File: config.mk
export PLATFORM = sky130hd
export DESIGN_NAME = midi_file_stream_parser
export DESIGN_NICKNAME = d
export VERILOG_FILES = /design/src/hdl/mfsp_pkg.sv /design/src/hdl/mfsp_front.sv /design/src/hdl/mfsp_queue.sv /design/src/hdl/midi_file_stream_parser.sv
export SDC_FILE = /design/constraint.sdc
export NUM_CORES = 2
export LEC_CHECK = 0
export ABC_AREA = 1
export BUFFER_PORTS_ARGS = -buffer_cell sky130_fd_sc_hd__buf_2
export CORE_ASPECT_RATIO = 0.9
export CORE_MARGIN = 4
export CORE_UTILIZATION = 40
export DETAILED_ROUTE_END_ITERATION = 16
export PLACE_DENSITY = 0.57
export SETUP_SLACK_MARGIN = 0.5
export SLEW_MARGIN = 20
export SYNTH_ARGS = -nofsm -noshare
export SYNTH_HDL_FRONTEND = slang
export SYNTH_SLANG_ARGS = --single-unit
File: constraint.sdc
create_clock -name clk -period 3.75 [get_ports clk]
set_input_delay 0.1875 -clock clk [delete_from_list [all_inputs] [get_ports clk]]
set_output_delay 0.1875 -clock clk [all_outputs]
set_load 0.05 [all_outputs]
File: src/hdl/mfsp_pkg.sv
// Shared types and constants of the MIDI file stream parser.
// No dependencies.
package mfsp_pkg;
	localparam logic [3:0] K_HEADER  = 4'd0;
	localparam logic [3:0] K_TBEGIN  = 4'd1;
	localparam logic [3:0] K_CHAN    = 4'd2;
	localparam logic [3:0] K_META    = 4'd3;
	localparam logic [3:0] K_SYSEX   = 4'd4;
	localparam logic [3:0] K_PAYLOAD = 4'd5;
	localparam logic [3:0] K_TEND    = 4'd6;
	localparam logic [3:0] K_OK      = 4'd7;
	localparam logic [3:0] K_ERROR   = 4'd8;

	localparam int QUEUE_DEPTH = 4;

	typedef struct packed {
		logic [3:0]  kind;
		logic [31:0] delta_time;
		logic [3:0]  channel;
		logic [3:0]  status_kind;
		logic [7:0]  data_first;
		logic [7:0]  data_second;
		logic [31:0] length;
		logic [15:0] header_format;
		logic [15:0] header_tracks;
		logic [15:0] header_division;
		logic        last;
	} result_t;

	// header signature byte, index 0..3
	function automatic logic [7:0] hdr_sig(input logic [1:0] i);
		case (i)
			2'd0: hdr_sig = 8'h4D;
			2'd1: hdr_sig = 8'h54;
			2'd2: hdr_sig = 8'h68;
			default: hdr_sig = 8'h64;
		endcase
	endfunction

	function automatic logic [7:0] trk_sig(input logic [1:0] i);
		case (i)
			2'd0: trk_sig = 8'h4D;
			2'd1: trk_sig = 8'h54;
			2'd2: trk_sig = 8'h72;
			default: trk_sig = 8'h6B;
		endcase
	endfunction
endpackage

File: src/hdl/mfsp_front.sv
// Front part: byte parser state, produces up to two results per byte.
// Depends on mfsp_pkg.
module mfsp_front (
	input  logic                 clk,
	input  logic                 arst_n,
	input  logic                 in_valid,
	input  logic [7:0]           data_byte,
	input  logic                 final_byte,
	output logic [1:0]           res_n,
	output mfsp_pkg::result_t    res0,
	output mfsp_pkg::result_t    res1
);
	typedef enum logic [3:0] {
		PH_HSIG, PH_HLEN, PH_HWORDS, PH_TSIG, PH_TLEN, PH_DELTA, PH_EVENT,
		PH_DATA1, PH_DATA2, PH_MTYPE, PH_MLEN, PH_SLEN, PH_PAYLOAD, PH_DONE,
		PH_ERROR
	} phase_t;

	phase_t      phase_q, phase_d;
	logic [3:0]  fc_q, fc_d;
	logic [31:0] acc_q, acc_d;
	logic [7:0]  rs_q, rs_d;
	logic [31:0] trk_q, trk_d;
	logic [31:0] pay_q, pay_d;
	logic [31:0] hd_q, hd_d;
	logic [7:0]  hb_q, hb_d;
	logic [15:0] hw_q, hw_d;

	// staging of results inside the step
	mfsp_pkg::result_t r0, r1;
	logic [1:0] n;

	always_comb begin
		logic        failed, done, in_track, ended, stok, stop;
		logic [31:0] vlq, tdec;
		logic [3:0]  hi;
		mfsp_pkg::result_t r;
		phase_d = phase_q; fc_d = fc_q; acc_d = acc_q; rs_d = rs_q;
		trk_d = trk_q; pay_d = pay_q; hd_d = hd_q; hb_d = hb_q;
		hw_d = hw_q;
		r0 = '0; r1 = '0; n = 2'd0; r = '0;
		failed = 1'b0; done = 1'b0; in_track = 1'b0; ended = 1'b0;
		stop = 1'b0;
		vlq = {acc_q[24:0], 7'd0} + {25'd0, data_byte[6:0]};
		tdec = trk_q - 32'd1;
		hi = rs_q[7:4];
		stok = (hi >= 4'd8) && (hi <= 4'd14);
		case (phase_q)
			PH_HSIG, PH_TSIG: begin
				if (data_byte != ((phase_q == PH_HSIG) ? mfsp_pkg::hdr_sig(fc_q[1:0])
						: mfsp_pkg::trk_sig(fc_q[1:0]))) begin
					failed = 1'b1;
				end else if (fc_q == 4'd3) begin
					fc_d = '0; acc_d = '0;
					phase_d = (phase_q == PH_HSIG) ? PH_HLEN : PH_TLEN;
				end else begin
					fc_d = fc_q + 4'd1;
				end
			end
			PH_HLEN, PH_TLEN: begin
				acc_d = {acc_q[23:0], data_byte};
				fc_d = fc_q + 4'd1;
				if (fc_q == 4'd3) begin
					fc_d = '0;
					if (phase_q == PH_HLEN) begin
						if (acc_d != 32'd6) failed = 1'b1;
						else begin acc_d = '0; phase_d = PH_HWORDS; end
					end else if (acc_d == 32'd0) begin
						failed = 1'b1;
					end else begin
						trk_d = acc_d;
						r0.kind = mfsp_pkg::K_TBEGIN; r0.length = acc_d; n = 2'd1;
						acc_d = '0; phase_d = PH_DELTA;
					end
				end
			end
			PH_HWORDS: begin
				if (fc_q < 4'd2) hw_d = {hw_q[7:0], data_byte};
				else acc_d = {acc_q[23:0], data_byte};
				fc_d = fc_q + 4'd1;
				if (fc_q == 4'd5) begin
					r0.kind = mfsp_pkg::K_HEADER; r0.header_format = hw_d;
					r0.header_tracks = acc_d[31:16]; r0.header_division = acc_d[15:0];
					n = 2'd1; fc_d = '0; acc_d = '0; phase_d = PH_TSIG;
				end
			end
			PH_DONE: failed = 1'b1;
			PH_ERROR: begin
				r0.kind = mfsp_pkg::K_ERROR; n = 2'd1; stop = 1'b1;
			end
			default: begin
				in_track = 1'b1;
				trk_d = tdec;
				r.kind = mfsp_pkg::K_CHAN; r.delta_time = hd_q;
				r.channel = rs_q[3:0]; r.status_kind = hi;
				case (phase_q)
					PH_DELTA: begin
						acc_d = vlq;
						if (!data_byte[7]) begin hd_d = vlq; phase_d = PH_EVENT; end
					end
					PH_EVENT: begin
						if (data_byte == 8'hFF) phase_d = PH_MTYPE;
						else if (data_byte == 8'hF0 || data_byte == 8'hF7) begin
							hb_d = data_byte; acc_d = '0; phase_d = PH_SLEN;
						end else if (data_byte[7]) begin
							rs_d = data_byte;
							if (data_byte[7:4] == 4'hF) failed = 1'b1;
							else phase_d = PH_DATA1;
						end else if (!stok) begin
							failed = 1'b1;
						end else if (hi == 4'hC || hi == 4'hD) begin
							r.data_first = data_byte; r0 = r; n = 2'd1; done = 1'b1;
						end else begin
							hb_d = data_byte; phase_d = PH_DATA2;
						end
					end
					PH_DATA1: begin
						if (hi == 4'hC || hi == 4'hD) begin
							r.data_first = data_byte; r0 = r; n = 2'd1; done = 1'b1;
						end else begin
							hb_d = data_byte; phase_d = PH_DATA2;
						end
					end
					PH_DATA2: begin
						r.data_first = hb_q; r.data_second = data_byte;
						r0 = r; n = 2'd1; done = 1'b1;
					end
					PH_MTYPE: begin
						hb_d = data_byte; acc_d = '0; phase_d = PH_MLEN;
					end
					PH_MLEN, PH_SLEN: begin
						acc_d = vlq;
						if (!data_byte[7]) begin
							r0 = '0;
							r0.kind = (phase_q == PH_MLEN) ? mfsp_pkg::K_META
								: mfsp_pkg::K_SYSEX;
							r0.delta_time = hd_q; r0.data_first = hb_q;
							r0.length = vlq; r0.last = (vlq == 32'd0);
							n = 2'd1; pay_d = vlq;
							if (vlq == 32'd0) done = 1'b1;
							else phase_d = PH_PAYLOAD;
						end
					end
					default: begin
						r0 = '0; r0.kind = mfsp_pkg::K_PAYLOAD;
						r0.data_first = data_byte; r0.last = (pay_q == 32'd1);
						n = 2'd1; pay_d = pay_q - 32'd1;
						if (pay_q == 32'd1) done = 1'b1;
					end
				endcase
			end
		endcase

		// track accounting
		if (!stop) begin
			if (in_track && !failed) begin
				if (done) begin
					acc_d = '0;
					if (tdec == 32'd0) begin
						if (n == 2'd0) begin
							r0 = '0; r0.kind = mfsp_pkg::K_TEND; n = 2'd1;
						end else begin
							r1 = '0; r1.kind = mfsp_pkg::K_TEND; n = 2'd2;
						end
						ended = 1'b1; fc_d = '0; phase_d = PH_TSIG;
					end else begin
						phase_d = PH_DELTA;
					end
				end else if (tdec == 32'd0) begin
					failed = 1'b1;
				end
			end
			// end of file
			if (!failed && final_byte) begin
				if (phase_d == PH_TSIG && fc_d == 4'd0) begin
					if (ended) n = n - 2'd1;
					if (n == 2'd0) begin
						r0 = '0; r0.kind = mfsp_pkg::K_OK; n = 2'd1;
					end else begin
						r1 = '0; r1.kind = mfsp_pkg::K_OK; n = 2'd2;
					end
					phase_d = PH_DONE;
				end else begin
					failed = 1'b1;
				end
			end
			if (failed) begin
				phase_d = PH_ERROR;
				if (n == 2'd0) begin
					r0 = '0; r0.kind = mfsp_pkg::K_ERROR; n = 2'd1;
				end else begin
					r1 = '0; r1.kind = mfsp_pkg::K_ERROR; n = 2'd2;
				end
			end
		end
	end

	assign res_n = in_valid ? n : 2'd0;
	assign res0 = r0;
	assign res1 = r1;

	// parser state
	always_ff @(posedge clk or negedge arst_n) begin
		if (!arst_n) begin
			phase_q <= PH_HSIG; fc_q <= '0; acc_q <= '0; rs_q <= 8'hFF;
			trk_q <= '0; pay_q <= '0; hd_q <= '0; hb_q <= '0;
			hw_q <= '0;
		end else if (in_valid) begin
			phase_q <= phase_d; fc_q <= fc_d; acc_q <= acc_d; rs_q <= rs_d;
			trk_q <= trk_d; pay_q <= pay_d; hd_q <= hd_d; hb_q <= hb_d;
			hw_q <= hw_d;
		end
	end
endmodule

File: src/hdl/mfsp_queue.sv
// Result queue between parser and output side; two writes, one read a cycle.
// Depends on mfsp_pkg.
module mfsp_queue #(
	parameter int DEPTH = mfsp_pkg::QUEUE_DEPTH
) (
	input  logic              clk,
	input  logic              arst_n,
	input  logic [1:0]        wr_n,
	input  mfsp_pkg::result_t wr0,
	input  mfsp_pkg::result_t wr1,
	input  logic              rd,
	output mfsp_pkg::result_t rd_data,
	output logic              empty,
	output logic              room2
);
	localparam int AW = $clog2(DEPTH);
	mfsp_pkg::result_t mem_q [DEPTH];
	logic [AW-1:0] wp_q, rp_q;
	logic [AW:0]   cnt_q;
	logic          do_rd;

	assign empty = (cnt_q == '0);
	assign do_rd = rd && !empty;
	assign room2 = (cnt_q <= (AW+1)'(DEPTH - 2));
	assign rd_data = mem_q[rp_q];

	// storage writes
	always_ff @(posedge clk) begin
		if (wr_n != 2'd0) mem_q[wp_q] <= wr0;
		if (wr_n == 2'd2) mem_q[wp_q + AW'(1)] <= wr1;
	end

	// pointers and fill count
	always_ff @(posedge clk or negedge arst_n) begin
		if (!arst_n) begin
			wp_q <= '0; rp_q <= '0; cnt_q <= '0;
		end else begin
			wp_q <= wp_q + AW'(wr_n);
			if (do_rd) rp_q <= rp_q + AW'(1);
			cnt_q <= cnt_q + (AW+1)'(wr_n) - (AW+1)'(do_rd);
		end
	end
endmodule

File: src/hdl/midi_file_stream_parser.sv
// Top level of the MIDI file stream parser.
// Depends on mfsp_pkg, mfsp_front, mfsp_queue.
// Takes one file byte per cycle when full is low; each byte is parsed in the
// cycle it is accepted and yields zero, one or two results, which enter a
// small result queue and leave one per cycle on pop. Input stalls only while
// the queue lacks room for two results, so with pop held high throughput is
// one byte per cycle unless bytes yielding two results fill up the queue.
module midi_file_stream_parser #(
	parameter int DEPTH = mfsp_pkg::QUEUE_DEPTH
) (
	input  logic        clk,
	input  logic        arst_n,
	input  logic        push,
	output logic        full,
	input  logic [7:0]  data_byte,
	input  logic        final_byte,
	output logic        empty,
	input  logic        pop,
	output logic [3:0]  kind,
	output logic [31:0] delta_time,
	output logic [3:0]  channel,
	output logic [3:0]  status_kind,
	output logic [7:0]  data_first,
	output logic [7:0]  data_second,
	output logic [31:0] length,
	output logic [15:0] header_format,
	output logic [15:0] header_tracks,
	output logic [15:0] header_division,
	output logic        last
);
	logic [1:0] res_n;
	mfsp_pkg::result_t res0, res1, head;
	logic room2;

	assign full = !room2;

	mfsp_front u_front (
		.clk(clk), .arst_n(arst_n), .in_valid(push && room2),
		.data_byte(data_byte), .final_byte(final_byte),
		.res_n(res_n), .res0(res0), .res1(res1)
	);

	mfsp_queue #(.DEPTH(DEPTH)) u_queue (
		.clk(clk), .arst_n(arst_n), .wr_n(res_n), .wr0(res0), .wr1(res1),
		.rd(pop), .rd_data(head), .empty(empty), .room2(room2)
	);

	assign kind = head.kind;
	assign delta_time = head.delta_time;
	assign channel = head.channel;
	assign status_kind = head.status_kind;
	assign data_first = head.data_first;
	assign data_second = head.data_second;
	assign length = head.length;
	assign header_format = head.header_format;
	assign header_tracks = head.header_tracks;
	assign header_division = head.header_division;
	assign last = head.last;
endmodule

==> key figures <==
Timing
  – Final worst-path cycle share: 109%
  – Worst-Margin Slew: between 1 and 1.5 ns
  – Max Freq: 246 MHz
  – Slew Limit Fails: 0
  – Tmin final: 4.07 ns
  – Setup violations, final: roughly 580
  – RSZ-0062 raised after global routing: yes
  – Clock skew: 0.0249 ns
  – Final setup TNS: -128.71 ns
  – Final Hold Vio Count: 0
  – Worst Slack Setup Final: -0.321 ns
  – Max-Slew Margin vs Limit: 11.6%

Route
  – Routed vias: 42700
  – # DRC: 0
  – Drt pass-1 iters: 7
  – Routed wire length: approximately 160000 um
  – Routed len/inst: about 20 um
  – DRT iter0 DRCs: approximately 4500
  – Vias per cell: 5.26
  – Post-route ant nets: 0

Clocking
  – Worst-path clk slew: 0.06 ns
  – H-tree depth: 3
  – CTS sink cnt: 738
  – Clock Path Buffers: 3
  – CTS tree: done
  – CTS buffer count: 83
  – Worst-skew pair later-pin latency: roughly 0.67 ns
  – CTS root buf: clkbuf_16

Worst setup path
  – Worst path top cell family by delay: simple AND/OR/NAND/NOR gates
  – Critical path launch point type: register
  – Crit-path max cell delay: between 0.3 and 0.4 ns
  – CP Launch Point: u_front.trk_q[1]
  – Most frequent CP cell: nand2_1
  – R2R Path End: u_queue.mem_q[2][137]
  – Critical path destination: u_queue.mem_q[2][137]
  – Worst Path Class, Setup: reg2reg
  – Worst R2R Start: u_front.trk_q[1]
  – Worst setup EP type: register
  – Worst Path Arrival: 4.45 ns
  – WP data required: 4.13 ns
  – R2R setup slack: -0.32 ns
  – CP Buf/Inv Count: 5
  – Worst path slowest cell: dfrtp_1
  – Worst path depth: 30
  – Worst Reg-to-Reg Cells: 30
  – Crit-path max FO: 8

Floorplanning
  – Area of the core: between 90000 and 100000 um^2
  – Chip Height: 309 um
  – Die footprint: about 110000 um^2
  – Row count: 109
  – I/O pin count: between 150 and 200
  – Initial core utilization: slightly above 40%
  – Die width: 342 um

Global routing
  – Pin count of the biggest net entering global routing: around 180
  – Vias in the first global route: around 38000
  – GRT overflow: 0
  – First-pass GRT wire length: 229000 um
  – Antenna violations before repair: 7
  – Global-route usage over all layers: 27.5%

Yosys
  – Largest family of logic cells by synthesized area: simple AND/OR/NAND/NOR gates
  – Synth Area in Adders: less than 1%
  – Mean Syn Cell Area: approximately 6.3 um^2
  – Synth Instances: between 6000 and 7000
  – EDFF count, synth: 16
  – Simple-gate share of the synthesized area: around a third
  – Post-synthesis xor/xnor area fraction: 0.327%
  – Leading cell types by count after synthesis: 1590 x nand2_1, 1351 x nor2_1, 709 x inv_1
  – Mux contribution to synthesized area: less than 1%
  – Top FF cell, synth: dfxtp_1
  – Synth area leaders: dfxtp_1 27%, nand2_1 15%, nor2_1 13%
  – Share of the yosys chip area belonging to registers: between 30% and 40%
  – Mapped Area: roughly 40000 um^2
  – Ys async rst share: between 20% and 30%
  – Synthesized net count: 6412
  – Yosys cell types: 54
  – Synth Register Bits: 738
  – Count leader, synth: nand2_1
  – Area leader, netlist: dfxtp_1
  – YS warnings: 0
  – Post-synthesis compound-gate area fraction: 15.2%
  – Top cell type's share of synthesized area: 27.3%

Power and ir drop
  – Sequential power share: 24.8%
  – Sw power: around 28 mW
  – Maximum vdd ir drop: about 1100 uV
  – PD cells: ~1100 nW/um^2
  – Leakage power: about 28 nW
  – Clock network fraction of total power: approximately 15%
  – Comb power frac: 60.2%
  – Internal: between 20 and 30 mW
  – Sw Ratio: between 50% and 60%

Layout
  – Final nets: between 6000 and 7000
  – Multi-input gate area: roughly 21000 um^2
  – Non-filler cells, final: between 8000 and 9000
  – Share of cells above drive strength 1: roughly 15%
  – Register Area: roughly 16000 um^2
  – Area growth syn-to-layout: 26.4%
  – Fill cells: 9874

Job
  – Number of max-cap violations: 0

Placed design
  – PortBufs: approximately 160
  – Final GP Congestion: between 0.9 and 1
  – Placed instance count: approximately 7800
  – Post-DP HPWL: between 90000 and 100000 um

Outcome
  – Status: complete, but fails checks
  – Failing checks: negative setup slack

Hold path
  – Hold Path Class: in2reg
[through the flow]
stage	worst slack (ns)	total power [mW]	utilization, %	hold WS [ns]	area (um^2)
3_3_place_gp	-0.418	43.9	45.2	0.252	44700
6_report	-0.321	56.6	51.3	0.0417	50700
5_1_grt	-0.571	60.5	51.3	0.0280	50700
2_1_floorplan	0.251	35.4	-	-0.108	40700
3_5_place_dp	-0.364	44.4	45.2	0.260	44700
4_1_cts	-0.167	54.7	49.5	0.0109	48900
[routing by layer]
layer | part of all wire (%) | track usage (%) | vias to the layer above
li1 | - | - | 20700
met3 | 8.1 | 3.70 | 330
met2 | 44 | 43.6 | 1798
met1 | 43 | 38.4 | 19800
met4 | 4.0 | 9.85 | 6
met5 | 0.027 | 0 | -
[kinds of logic (layout without fill, tap and decap cells)]
logic type | after synthesis | after routing
buf+inv | 1150 | 1536
flops | 738 | 738
fa+ha+maj | 15 | 15
xor+xnor | 15 | 15
other cells | 0 | 1
mux | 4 | 4
compound gates | 1147 | 1147
simple gates | 3315 | 3323
[state kept, by name, indices dropped and copies added (netlist names), 3 cells and up]
signal	cells
u_queue.cnt_q	3
u_front.trk_q	32
u_front.acc_q	32
u_front.hw_q	16
u_front.phase_q	4
u_front.rs_q	7
u_front.hd_q	32
u_front.pay_q	32
u_front.hb_q	8
u_queue.mem_q	564
u_front.fc_q	4
[power by group through the flow]
| stage | logic [mW] | clock network, mW | registers (mW) |
|---|---|---|---|
| floorplan | 21.9 | 0 | 13.5 |
| CTS | 32.2 | 8.57 | 13.9 |
| global route | 37.1 | 8.92 | 14.4 |
| detailed placement | 30.3 | 0 | 14.0 |
| finish | 34.1 | 8.48 | 14.0 |
| global placement | 30.0 | 0 | 14.0 |
[worst register-to-register path, delay by kind of cell (launching register included)]
family / cells / cell delay [ns]
adders and majority gates: 1 / 0.21
buffers and inverters: 5 / 0.79
DFF: 1 / 0.39
and+or+nand+nor: 24 / 2.44
[layout by cell type (no fill, tap or decap), types with 22 or more instances in the layout]
cell       count
nor2_4        22
dfxtp_1      548
nand2_2       38
nand3b_1      39
nor2_1      1282
nand3_1      175
inv_2         23
dfrtp_1      159
a31oi_1       29
nor2_2        60
nand4_1       34
buf_2        154
clkbuf_16    131
buf_6         24
nand2_1     1546
buf_4        312
o21ai_0      442
a21oi_1      477
o22ai_1      124
buf_12        55
buf_16        44
nand3_2       65
inv_1        701
clkbuf_1      22
[worst min path at each step]
| stage | to | slack, ns | startpoint | cells past startpoint |
|---|---|---|---|---|
| 2_1_floorplan | u_front.acc_q[0] | -0.11 | arst_n | 0 |
| 3_3_place_gp | u_front.trk_q[0] | 0.25 | arst_n | 1 |
| 3_5_place_dp | u_front.trk_q[0] | 0.26 | arst_n | 1 |
| 4_1_cts | u_front.rs_q[6] | 0.01 | data_byte[6] | 4 |
| 5_1_grt | u_front.rs_q[6] | 0.03 | data_byte[6] | 4 |
| 6_report | u_front.rs_q[6] | 0.04 | data_byte[6] | 4 |
[final cells by class]
cell class / count / share of cell area, %
multi-input combinational: 4504 / 40.8
sequential: 738 / 31.2
timing repair buffer: 643 / 13.7
inverter: 740 / 5.50
clock buffer: 129 / 5.00
tap: 1332 / 3.28
clock inverter: 24 / 0.486
antenna: 1 / 0.00493
[what timing repair did]
| item | 4_1_cts | 5_1_grt |
|---|---|---|
| hold endpoints to repair | 66 | 0 |
| setup buffers | 27 | 7 |
| gates cloned | 27 | 66 |
| hold buffers | 4 | 0 |
| pin swaps | 47 | 32 |
| setup endpoints to repair | 585 | 594 |
| resized for setup | 98 | 120 |
Note: power is estimated with default switching activity, not from simulation.
